`config.mk`:
```
export PLATFORM = sky130hd
export DESIGN_NAME = backlog_credit_dispatch_balancer
export DESIGN_NICKNAME = d
export VERILOG_FILES = /design/src/bcdb_pkg.sv /design/src/bcdb_cell.sv /design/src/backlog_credit_dispatch_balancer.sv
export SDC_FILE = /design/constraint.sdc
export NUM_CORES = 1
export LEC_CHECK = 0
export BUFFER_PORTS_ARGS = -buffer_cell sky130_fd_sc_hd__clkbuf_2
export CAP_MARGIN = 20
export CORE_MARGIN = 1.5
export CORE_UTILIZATION = 50
export CTS_CLUSTER_DIAMETER = 50
export DETAILED_ROUTE_END_ITERATION = 10
export PLACE_DENSITY = 0.66
export SYNTH_ARGS = -nofsm -noshare
export SYNTH_HDL_FRONTEND = slang
export SYNTH_SLANG_ARGS = --single-unit
```
`constraint.sdc`:
```
create_clock -name clk -period 5.2 [get_ports clk]
set_clock_uncertainty 0.1 [all_clocks]
set_input_delay 1.04 -clock clk [delete_from_list [all_inputs] [get_ports clk]]
set_output_delay 1.04 -clock clk [all_outputs]
set_load 0.02 [all_outputs]
```
`src/bcdb_pkg.sv`:
```
// Shared constants, command codes and the cell command type of the dispatch balancer.
package bcdb_pkg;

  // Default sizing of the balancer.
  localparam int NUM_WORKERS_DEF = 8;
  localparam int COUNT_WIDTH_DEF = 16;

  // Fixed field widths of the stream words.
  localparam int WORKER_W   = 4;
  localparam int AMOUNT_W   = 16;
  localparam int RECIP_W    = 4;
  localparam int IN_DATA_W  = 24;
  localparam int OUT_DATA_W = 8;

  // Opcode carried in in_tuser.
  localparam logic OP_ADD = 1'b0;
  localparam logic OP_GET = 1'b1;

  // Commands broadcast to every cell.
  localparam logic [1:0] CMD_NONE = 2'd0;
  localparam logic [1:0] CMD_ADD  = 2'd1;
  localparam logic [1:0] CMD_SUB  = 2'd2;
  localparam logic [1:0] CMD_DEC  = 2'd3;

  typedef struct packed {
    logic [1:0] op;        // counter update applied this cycle
    logic       scan_max;  // 1: scan looks for the largest counter, 0: the smallest
  } cell_cmd_t;

endpackage

```
`src/bcdb_cell.sv`:
```
// One counter cell of the balancer chain, with its stage of the min/max scan.
module bcdb_cell #(
  parameter int COUNT_WIDTH = bcdb_pkg::COUNT_WIDTH_DEF,
  parameter int IDX_W       = 3,
  parameter int CELL_IDX    = 0
) (
  input  logic                          clk,
  input  logic                          rst_n,
  input  bcdb_pkg::cell_cmd_t           cmd,
  input  logic [IDX_W-1:0]              tgt_idx,
  input  logic [bcdb_pkg::AMOUNT_W-1:0] add_amount,
  input  logic [COUNT_WIDTH-1:0]        sub_val,
  input  logic                          tok_in,
  input  logic [COUNT_WIDTH-1:0]        part_in_val,
  input  logic [IDX_W-1:0]              part_in_idx,
  input  logic                          part_in_nz,
  output logic                          tok_out,
  output logic [COUNT_WIDTH-1:0]        part_out_val,
  output logic [IDX_W-1:0]              part_out_idx,
  output logic                          part_out_nz
);
  import bcdb_pkg::*;

  localparam int SUM_W = ((COUNT_WIDTH > AMOUNT_W) ? COUNT_WIDTH : AMOUNT_W) + 1;

  logic [COUNT_WIDTH-1:0] cnt_r, cnt_nxt;
  logic                   tok_r;
  logic [COUNT_WIDTH-1:0] pval_r, pval_nxt;
  logic [IDX_W-1:0]       pidx_r, pidx_nxt;
  logic                   pnz_r;
  logic                   is_tgt;
  logic [SUM_W-1:0]       sum;
  logic [COUNT_WIDTH-1:0] sat_sum;
  logic                   take;

  assign is_tgt  = (tgt_idx == IDX_W'(CELL_IDX));
  assign sum     = SUM_W'(cnt_r) + SUM_W'(add_amount);
  // Anything above the counter width means the sum saturates.
  assign sat_sum = (|sum[SUM_W-1:COUNT_WIDTH]) ? '1 : sum[COUNT_WIDTH-1:0];

  always_comb begin
    cnt_nxt = cnt_r;
    unique case (cmd.op)
      CMD_ADD: begin
        if (is_tgt) begin
          cnt_nxt = sat_sum;
        end
      end
      CMD_SUB: begin
        cnt_nxt = cnt_r - sub_val;
      end
      CMD_DEC: begin
        if (is_tgt) begin
          cnt_nxt = cnt_r - COUNT_WIDTH'(1);
        end
      end
      default: begin
        cnt_nxt = cnt_r;
      end
    endcase
  end

  // Strict compares keep the lowest index on a tie, since the scan runs upward.
  always_comb begin
    take     = cmd.scan_max ? (cnt_r > part_in_val) : (cnt_r < part_in_val);
    pval_nxt = take ? cnt_r : part_in_val;
    pidx_nxt = take ? IDX_W'(CELL_IDX) : part_in_idx;
  end

  always_ff @(posedge clk) begin
    if (!rst_n) begin
      cnt_r <= '0;
      tok_r <= 1'b0;
    end else begin
      cnt_r <= cnt_nxt;
      tok_r <= tok_in;
    end
  end

  always_ff @(posedge clk) begin
    if (tok_in) begin
      pval_r <= pval_nxt;
      pidx_r <= pidx_nxt;
      pnz_r  <= part_in_nz & (cnt_r != '0);
    end
  end

  assign tok_out      = tok_r;
  assign part_out_val = pval_r;
  assign part_out_idx = pidx_r;
  assign part_out_nz  = pnz_r;

endmodule

```
`src/backlog_credit_dispatch_balancer.sv`:
```
// Top level of the backlog credit dispatch balancer: sequencer and chain of counter cells.
//
//  Channel | Ports      | Word contents (lowest bit first)
//  --------+------------+-----------------------------------------------------
//  input   | in_tdata   | worker[3:0], amount[19:4], zero pad[23:20]
//          | in_tuser   | opcode[0] (0 = add, 1 = get)
//  output  | out_tdata  | recipient[3:0], zero pad[7:4]; one word per get
//
// An add word passes through update, scan start, the scan token's walk through the
// chain one cell after another, level-down, and the idle state that takes the next
// word; a get word skips the update and may also wait for the output register to
// drain. An add with an out-of-range worker leaves the sequencer idle. The serial
// walk through the chain of cells sets the length of each pass. Reset (synchronous,
// active low) clears all counters; a new input word is taken while a result still
// waits on out_.
module backlog_credit_dispatch_balancer #(
  parameter int NUM_WORKERS = bcdb_pkg::NUM_WORKERS_DEF,
  parameter int COUNT_WIDTH = bcdb_pkg::COUNT_WIDTH_DEF
) (
  input  logic                            clk,
  input  logic                            rst_n,
  input  logic                            in_tvalid,
  output logic                            in_tready,
  input  logic [bcdb_pkg::IN_DATA_W-1:0]  in_tdata,   // worker, amount
  input  logic [0:0]                      in_tuser,   // opcode
  output logic                            out_tvalid,
  input  logic                            out_tready,
  output logic [bcdb_pkg::OUT_DATA_W-1:0] out_tdata   // recipient
);
  import bcdb_pkg::*;

  localparam int IDX_W = $clog2(NUM_WORKERS);

  localparam logic [2:0] ST_IDLE  = 3'd0;
  localparam logic [2:0] ST_ADD   = 3'd1;
  localparam logic [2:0] ST_START = 3'd2;
  localparam logic [2:0] ST_SCAN  = 3'd3;
  localparam logic [2:0] ST_ACT   = 3'd4;

  logic [2:0]          state_r, state_nxt;
  logic                is_get_r;
  logic [IDX_W-1:0]    tgt_r;
  logic [AMOUNT_W-1:0] amount_r;
  logic                out_tvalid_r;
  logic [RECIP_W-1:0]  out_rcp_r;

  logic [WORKER_W-1:0] in_worker;
  logic                in_acc;
  logic                worker_ok;
  logic                out_free;
  logic                load_out;

  cell_cmd_t           cmd;
  logic [IDX_W-1:0]    cell_tgt;

  // Scan chain: index 0 is the seed from the sequencer, index NUM_WORKERS the result.
  logic                   tok  [0:NUM_WORKERS];
  logic [COUNT_WIDTH-1:0] pval [0:NUM_WORKERS];
  logic [IDX_W-1:0]       pidx [0:NUM_WORKERS];
  logic                   pnz  [0:NUM_WORKERS];

  assign in_worker = in_tdata[WORKER_W-1:0];
  assign in_acc    = in_tvalid & in_tready;
  assign in_tready = (state_r == ST_IDLE);
  // Worker numbers run from 1; anything else makes the add a no-op.
  assign worker_ok = (in_worker != '0) && (32'(in_worker) <= 32'(NUM_WORKERS));
  assign out_free  = !out_tvalid_r || out_tready;
  assign load_out  = (state_r == ST_ACT) && is_get_r && out_free;

  // A min scan starts from the counter maximum with every counter assumed
  // nonzero; a max scan starts from zero at worker 1.
  assign tok[0]  = (state_r == ST_START);
  assign pval[0] = is_get_r ? '0 : '1;
  assign pidx[0] = '0;
  assign pnz[0]  = 1'b1;

  always_comb begin
    cmd.op       = CMD_NONE;
    cmd.scan_max = is_get_r;
    if (state_r == ST_ADD) begin
      cmd.op = CMD_ADD;
    end else if (state_r == ST_ACT) begin
      if (!is_get_r) begin
        // Every counter nonzero after the add: level all of them down by the minimum.
        if (pnz[NUM_WORKERS]) begin
          cmd.op = CMD_SUB;
        end
      end else if (out_free && (pval[NUM_WORKERS] != '0)) begin
        cmd.op = CMD_DEC;
      end
    end
  end

  assign cell_tgt = (state_r == ST_ACT) ? pidx[NUM_WORKERS] : tgt_r;

  always_comb begin
    state_nxt = state_r;
    unique case (state_r)
      ST_IDLE: begin
        if (in_acc) begin
          if (in_tuser[0] == OP_GET) begin
            state_nxt = ST_START;
          end else if (worker_ok) begin
            state_nxt = ST_ADD;
          end
        end
      end
      ST_ADD: begin
        state_nxt = ST_START;
      end
      ST_START: begin
        state_nxt = ST_SCAN;
      end
      ST_SCAN: begin
        if (tok[NUM_WORKERS]) begin
          state_nxt = ST_ACT;
        end
      end
      ST_ACT: begin
        if (!is_get_r || out_free) begin
          state_nxt = ST_IDLE;
        end
      end
      default: begin
        state_nxt = ST_IDLE;
      end
    endcase
  end

  always_ff @(posedge clk) begin
    if (!rst_n) begin
      state_r      <= ST_IDLE;
      out_tvalid_r <= 1'b0;
    end else begin
      state_r <= state_nxt;
      if (load_out) begin
        out_tvalid_r <= 1'b1;
      end else if (out_tready) begin
        out_tvalid_r <= 1'b0;
      end
    end
  end

  always_ff @(posedge clk) begin
    if (in_acc) begin
      is_get_r <= (in_tuser[0] == OP_GET);
      tgt_r    <= IDX_W'(32'(in_worker) - 32'd1);
      amount_r <= in_tdata[WORKER_W +: AMOUNT_W];
    end
    if (load_out) begin
      out_rcp_r <= RECIP_W'(32'(pidx[NUM_WORKERS]) + 32'd1);
    end
  end

  for (genvar k = 0; k < NUM_WORKERS; k++) begin : g_cell
    bcdb_cell #(
      .COUNT_WIDTH (COUNT_WIDTH),
      .IDX_W       (IDX_W),
      .CELL_IDX    (k)
    ) u_cell (
      .clk          (clk),
      .rst_n        (rst_n),
      .cmd          (cmd),
      .tgt_idx      (cell_tgt),
      .add_amount   (amount_r),
      .sub_val      (pval[NUM_WORKERS]),
      .tok_in       (tok[k]),
      .part_in_val  (pval[k]),
      .part_in_idx  (pidx[k]),
      .part_in_nz   (pnz[k]),
      .tok_out      (tok[k+1]),
      .part_out_val (pval[k+1]),
      .part_out_idx (pidx[k+1]),
      .part_out_nz  (pnz[k+1])
    );
  end

  assign out_tvalid = out_tvalid_r;
  assign out_tdata  = {{(OUT_DATA_W - RECIP_W){1'b0}}, out_rcp_r};

endmodule

```
== Word-level counts from Yosys, hierarchy flattened ==
Cells that the tools add are included.

* Register bits after elaboration: 317
* Output and inout bits: 10

* Add/subtract/negate cells: 26
* Magnitude comparators: 17
* Equal/unequal tests: 34
* Muxes and demuxes: 63
* Bitwise logic cells: 8
* Reduce and logical (&&, ||, !) cells: 31

{| class="wikitable"
|+ Operators by type and width
! cell !! number
|-
| 16-bit two-way mux || 33
|-
| 16-bit case mux with 3 select lines || 8
|-
| 16-bit nonzero test || 9
|-
| 16-bit by 16-bit adder with 17-bit output || 8
|-
| 16-bit greater-than comparator || 8
|-
| 16-bit less-than comparator || 8
|-
| 16-bit by 1-bit subtractor with 16-bit output (second input constant) || 8
|-
| 16-bit subtractor || 8
|-
| 2-bit by 1-bit inequality test with 1-bit output (second input constant) || 19
|-
| 3-bit AND reduction || 8
|-
| 3-bit two-way mux || 6
|-
| 3-bit equality test (second input constant) || 5
|-
| 3-bit case mux with 5 select lines || 1
|-
| 3-bit by 2-bit equality test with 1-bit output (second input constant) || 4
|-
| 1-bit two-way mux || 10
|-
| 2-bit two-way mux || 5
|-
| 1-bit AND || 8
|-
| 3-bit by 1-bit equality test with 1-bit output (second input constant) || 2
|-
| 3-bit logical NOT || 2
|-
| 3-bit by 1-bit adder with 4-bit output (second input constant) || 1
|-
| 2-bit equality test (second input constant) || 2
|-
| 4-bit less-or-equal comparator (second input constant) || 1
|-
| 1-bit logical AND || 4
|-
| 4-bit AND reduction || 1
|-
| other kinds (8) || 10
|}

== Longest topological paths before layout ==
* Depth in word-level cells: 10
* Gate-level depth with buffers: 19
* Depth with buffers taken out: 17

== Modules after synthesis ==
From an unflattened synthesis, not the netlist that was laid out.

* Cells, all modules: 3392
* Area total of the unflattened synthesis: 30360.4 um2

{| class="wikitable"
|+ Modules (own cells, without submodules)
! module !! times used !! cells each !! area each (um2) !! seq. area each (um2)
|-
| bcdb_cell at g_cell[5].u_cell ... || 2 || 408 || 3629.7 || 940.9
|-
| bcdb_cell at g_cell[0].u_cell || 1 || 511 || 4165.2 || 940.9
|-
| bcdb_cell at g_cell[7].u_cell || 1 || 405 || 3623.5 || 940.9
|-
| bcdb_cell at g_cell[1].u_cell || 1 || 405 || 3582.2 || 940.9
|-
| bcdb_cell at g_cell[4].u_cell || 1 || 392 || 3529.6 || 940.9
|-
| bcdb_cell at g_cell[2].u_cell || 1 || 385 || 3493.4 || 940.9
|-
| bcdb_cell at g_cell[3].u_cell || 1 || 382 || 3493.4 || 940.9
|-
| backlog_credit_dispatch_balancer || 1 || 96 || 1213.7 || 800.8
|}

== Worst setup path before layout ==
OpenSTA, ideal clock, no wires.

* Kind: input -> register
* Start point: input port out_tready
* End point: register g_cell[1].u_cell.cnt_r[14]
* Arrival time: 4553 ps
* Path slack: 415 ps
* Cell stages on the path: 17
* Cell sequence: nand2b_1 nand3_1 inv_1 nand2b_1 buf_2 buf_1 nand2_1 fa_1 a21oi_1 o21ai_0 a2111oi_2 nor3_1 a2111oi_2 a21oi_1 xor2_1 o221ai_1 a21oi_1

* Longest elaborated chain between the ends: 9
* Elaborated cells on any way between the ends: 14
* Those cells by class: 5 x eq/ne; 5 x mux; 4 x reduce/logical

{| class="wikitable"
|+ Ends and longest elaborated chain
! item !! RTL line !! source
|-
| start: declaration || backlog_credit_dispatch_balancer.sv:27 || <nowiki>input logic out_tready,</nowiki>
|-
| 1-bit logical OR (*) || backlog_credit_dispatch_balancer.sv:67 || <nowiki>assign out_free = !out_tvalid_r || out_tready;</nowiki>
|-
| 1-bit logical AND (*) || backlog_credit_dispatch_balancer.sv:88 || <nowiki>end else if (out_free && (pval[NUM_WORKERS] != '0)) begin</nowiki>
|-
| 2-bit two-way mux (*) || backlog_credit_dispatch_balancer.sv:88 ||
|-
| 2-bit two-way mux (*) || backlog_credit_dispatch_balancer.sv:83 || <nowiki>if (!is_get_r) begin</nowiki>
|-
| 2-bit two-way mux (*) || backlog_credit_dispatch_balancer.sv:82 || <nowiki>end else if (state_r == ST_ACT) begin</nowiki>
|-
| 2-bit two-way mux (*) || backlog_credit_dispatch_balancer.sv:80 || <nowiki>if (state_r == ST_ADD) begin</nowiki>
|-
| 2-bit equality test / 2-bit by 1-bit equality test with 1-bit output (equally long branches) || bcdb_cell.sv:43 || <nowiki>unique case (cmd.op)</nowiki>
|-
| 2-bit by 1-bit inequality test with 1-bit output (no source line) / 3-bit nonzero test (equally long branches) || n/a ||
|-
| 3-bit AND reduction (no source line) || n/a ||
|-
| end signal: assignment || bcdb_cell.sv:75 || <nowiki>cnt_r <= cnt_nxt;</nowiki>
|-
| end: declaration || bcdb_cell.sv:26 || <nowiki>logic [COUNT_WIDTH-1:0] cnt_r, cnt_nxt;</nowiki>
|}

Mark *: on every way between the ends. The rest lies on a longest branch, timed or not.
A chain may end at the register's enable or synchronous reset.

== Worst setup path in the final report ==
* Start point: register g_cell[7].u_cell.pval_r[10]
* End point: register g_cell[5].u_cell.cnt_r[15]

* Longest elaborated chain between the ends: 9
* Elaborated cells on any way between the ends: 15
* Those cells by class: 1 x add/sub; 5 x eq/ne; 5 x mux; 4 x reduce/logical

{| class="wikitable"
|+ Ends and longest elaborated chain
! item !! RTL line !! source
|-
| start: declaration || bcdb_cell.sv:28 || <nowiki>logic [COUNT_WIDTH-1:0] pval_r, pval_nxt;</nowiki>
|-
| start signal: assignment || bcdb_cell.sv:82 || <nowiki>pval_r <= pval_nxt;</nowiki>
|-
| 16-bit nonzero test || backlog_credit_dispatch_balancer.sv:88 ||
|-
| 1-bit logical AND || backlog_credit_dispatch_balancer.sv:88 ||
|-
| 2-bit two-way mux || backlog_credit_dispatch_balancer.sv:88 ||
|-
| 2-bit two-way mux || backlog_credit_dispatch_balancer.sv:83 ||
|-
| 2-bit two-way mux || backlog_credit_dispatch_balancer.sv:82 ||
|-
| 2-bit two-way mux || backlog_credit_dispatch_balancer.sv:80 ||
|-
| 2-bit equality test / 2-bit by 1-bit equality test with 1-bit output (equally long branches) || bcdb_cell.sv:43 ||
|-
| 2-bit by 1-bit inequality test with 1-bit output (no source line) / 3-bit nonzero test (equally long branches) || n/a ||
|-
| 3-bit AND reduction (no source line) || n/a ||
|-
| end signal: assignment || bcdb_cell.sv:75 ||
|-
| end: declaration || bcdb_cell.sv:26 ||
|}

Parallel ways exist; a longest one is shown, timed or not.

==> metrics.yaml <==
status: "finished, final reports clean"
synth_xor_area_share_pct: 6.07
grt_overflow_total: 0
synthCells: 3083
synth.distinct_cells: 102
fin_crit_ps: 4730
cts-root-buf: "clkbuf_16"
yosys_most_used_dff: "edfxtp_1"
rsz0062_at_grt: "no"
setup_violations: 0
placed_area_um2: 29200
pwr_density_cell_nw_per_um2: 244
io_pins: 39
path_cells: "nor4_1 > and4_1 > nand2b_1 > buf_4 > nand2_1 > buf_4 > ha_1 > o21a_1 > o31ai_2 > a21oi_1 > a311o_1 > a41oi_2 > nor2_1 > a311oi_2 > a32oi_1 > o221a_2"
dpl.hpwl_mm: 66.5
cap_violations: 0
max_freq_ghz: 0.211
p_int_mw: 5.34
area_delta_synth_final_pct: 10.4
multi_input_area_um2: 18700
antenna_found_initial: 1
endpoint_kind: "flop"
synth.area.mux_share_pct: 5.02
rows: 86
die_y_um: 240
nets: 3592
start_kind: "flop"
slew-limit-headroom_pct: 19.3
critPathRequiredTime_ps: 5580
vias_per_cell: 6.26
ys_warn_count: 0
core_um2: 55200
drc: 0
synth_common_cells: "ha_1, a21oi_1, nand2_1"
path_clk_slew_ps: 60
fin_crit_sh_pct: 91.0
via_count: 24640
cts.repair.resized: 0
grt_pass1_vias: 23641
fillCellCount: 4955
gp_congestion: 0.960
crit_arrival_ps: 5110
place_ws_ps: 264
synth_compound_area_share_pct: 23.4
dieWidth_um: 240
synthSimpleGateAreaFrac_pct: 13.3
final_cells: 3938
grtUsageTotal_pct: 31.1
crit_top_cell: "buf_4"
ys_seq_area_share_pct: 29.0
critical_path_class: "flop to flop"
cp_slowest_cell: "nor4_1"
synth_top_cell_area_share_pct: 19.0
avgSynthCellArea_um2: 9.07
grt_pass1_wl_mm: 136
cts_tree: "yes"
wl_per_cell_um: 22.7
hold_viol: 0
synth-seq-cells: 317
dpl.cell_count: 3849
start_util_pct: 50.7
synth_top_cells_by_area: "edfxtp_1, ha_1, dfxtp_1"
syn-cell-area_um2: 28000
first_pass_iters: 7
drtIter0Drc: 1953
cts_setup_buffers: 0
finalSetupTns_ps: 0
synth_edf_count: 177
clockBufferDepth: 3
die_area_um2: 57400
irDropWorstVdd_uv: 276
synth_fa_ha_area_share_pct: 18.8
max_stage_delay_ps: 480
final_area_um2: 30900
grt_max_degree: 53
clock_latency_ps: 610
hold_buffers: 0
seq_area_um2: 8120
hold_class: "flop to flop"
drive_gt1_share_pct: 11.1
synth_top_family_by_area: "compound AO/OA/AOI/OAI gates"
setup_slack_ps: 466
ant_nets: 0
p_seq_share_pct: 38.5
numCtsBuffers: 49
portBuffers: 30
combPwrFrac_pct: 16.1
clkSinkCount: 317
async_flop_share_pct: 0
worst-path-max-fanout: 13
routed_wl_mm: 89.3
htreeDepth: 2
tightest_slew_ps: 1210
power_leakage_nw: 13.4
switchingPower_mw: 2.20
switching_share_pct: 29.2
yosysMostFrequentCell: "ha_1"
final-max-slew-violation-count: 0
synth_top_cell_by_area: "edfxtp_1"
power.share.clock_pct: 45.4
diodes: 0
-- flip-flops by register name (all words and copies together), names as in the netlist --
name / cells
tgt_r: 3
g_cell.u_cell.part_out_idx: 17
out_tvalid: 1
state_r: 3
amount_r: 16
g_cell.u_cell.part_out_nz: 8
g_cell.u_cell.cnt_r: 128
out_rcp_r: 4
g_cell.u_cell.part_out_val: 128
g_cell.u_cell.tok_out: 8
is_get_r: 1
-- per-stage QoR --
step                util [%]  power, mW  hold slack (ps)
floorplan                  -       3.76              366
global placement        52.9       4.10              382
detailed placement      52.9       4.14              389
CTS                     55.9       7.55              405
global route            55.9       7.79              417
finish                  55.9       7.54              404
-- worst max-delay path: cells and delay by family (launching register included) --
family	cells	cell delay, ps
AOI/OAI and AO/OA	8	1870
and+or+nand+nor	5	1410
buffers and inverters	2	500
DFF	1	400
adders and majority gates	1	340
-- path summary, 6_finish.rpt --
kind                                                         from                          endpoint  slack [ps]  cells after the start
worst max-delay path            g_cell[7].u_cell.part_out_val[10]        g_cell[5].u_cell.cnt_r[15]         470                     16
worst min-delay path             g_cell[6].u_cell.part_out_idx[1]  g_cell[7].u_cell.part_out_idx[1]         400                      1
worst max register to register  g_cell[7].u_cell.part_out_val[10]        g_cell[5].u_cell.cnt_r[15]         470                     16
worst min register to register   g_cell[6].u_cell.part_out_idx[1]  g_cell[7].u_cell.part_out_idx[1]         400                      1
-- layer usage --
layer	GRT usage, %	vias up	wire length, µm
met5	0	-	61
met4	17.7	8	5340
met3	4.56	233	6370
met2	48.9	884	39400
met1	40.6	11812	38200
li1	-	11703	-
-- power by group through the flow --
stage | Sequential (mW) | Clock [mW] | Combinational (mW)
6_report | 2.91 | 3.42 | 1.21
5_1_grt | 2.91 | 3.55 | 1.33
4_1_cts | 2.90 | 3.45 | 1.20
3_5_place_dp | 2.95 | 0 | 1.19
3_3_place_gp | 2.95 | 0 | 1.15
2_1_floorplan | 2.87 | 0 | 0.889
-- final cells by class --
type | count | share of cell area (%)
timing repair buffer | 102 | 2.34
clock buffer | 52 | 4.01
sequential | 317 | 26.3
clock inverter | 36 | 1.35
inverter | 210 | 2.56
multi-input combinational | 2473 | 60.4
tap | 748 | 3.03
-- logic make-up (layout without fill, tap and decap cells) --
| kind of cell | count (synthesis) | in the layout |
|---|---|---|
| adder cells (fa/ha/maj) | 410 | 410 |
| AO/OA/AOI/OAI | 976 | 976 |
| AND/OR/NAND/NOR | 767 | 767 |
| other | 1 | 4 |
| multiplexers | 122 | 122 |
| XOR/XNOR | 194 | 194 |
| flip-flops | 317 | 317 |
| buffers and inverters | 296 | 400 |
-- layout by cell type (no fill, tap or decap), drive strengths merged, types with 12 or more instances in the layout --
master and instances:
inv 218, nor2b 39, dfxtp 140, edfxtp 177
ha 394, o21ai 171, o21a 78, nand3 60
mux2i 17, mux2 105, o211ai 41, a21o 75
a21oi 304, xor2 46, or2 12, nand4 25
o21bai 31, nand2 238, nor3 55, o22ai 14
o31ai 35, and2 22, buf 72, clkbuf 82
nor4 47, clkinv 13, and3 16, a31oi 26
nor2 161, xnor2 148, a41oi 13, nand2b 53
fa 16, a211oi 29, or3 16, o221ai 68
No activity file was read; power rests on OpenSTA's default activity.
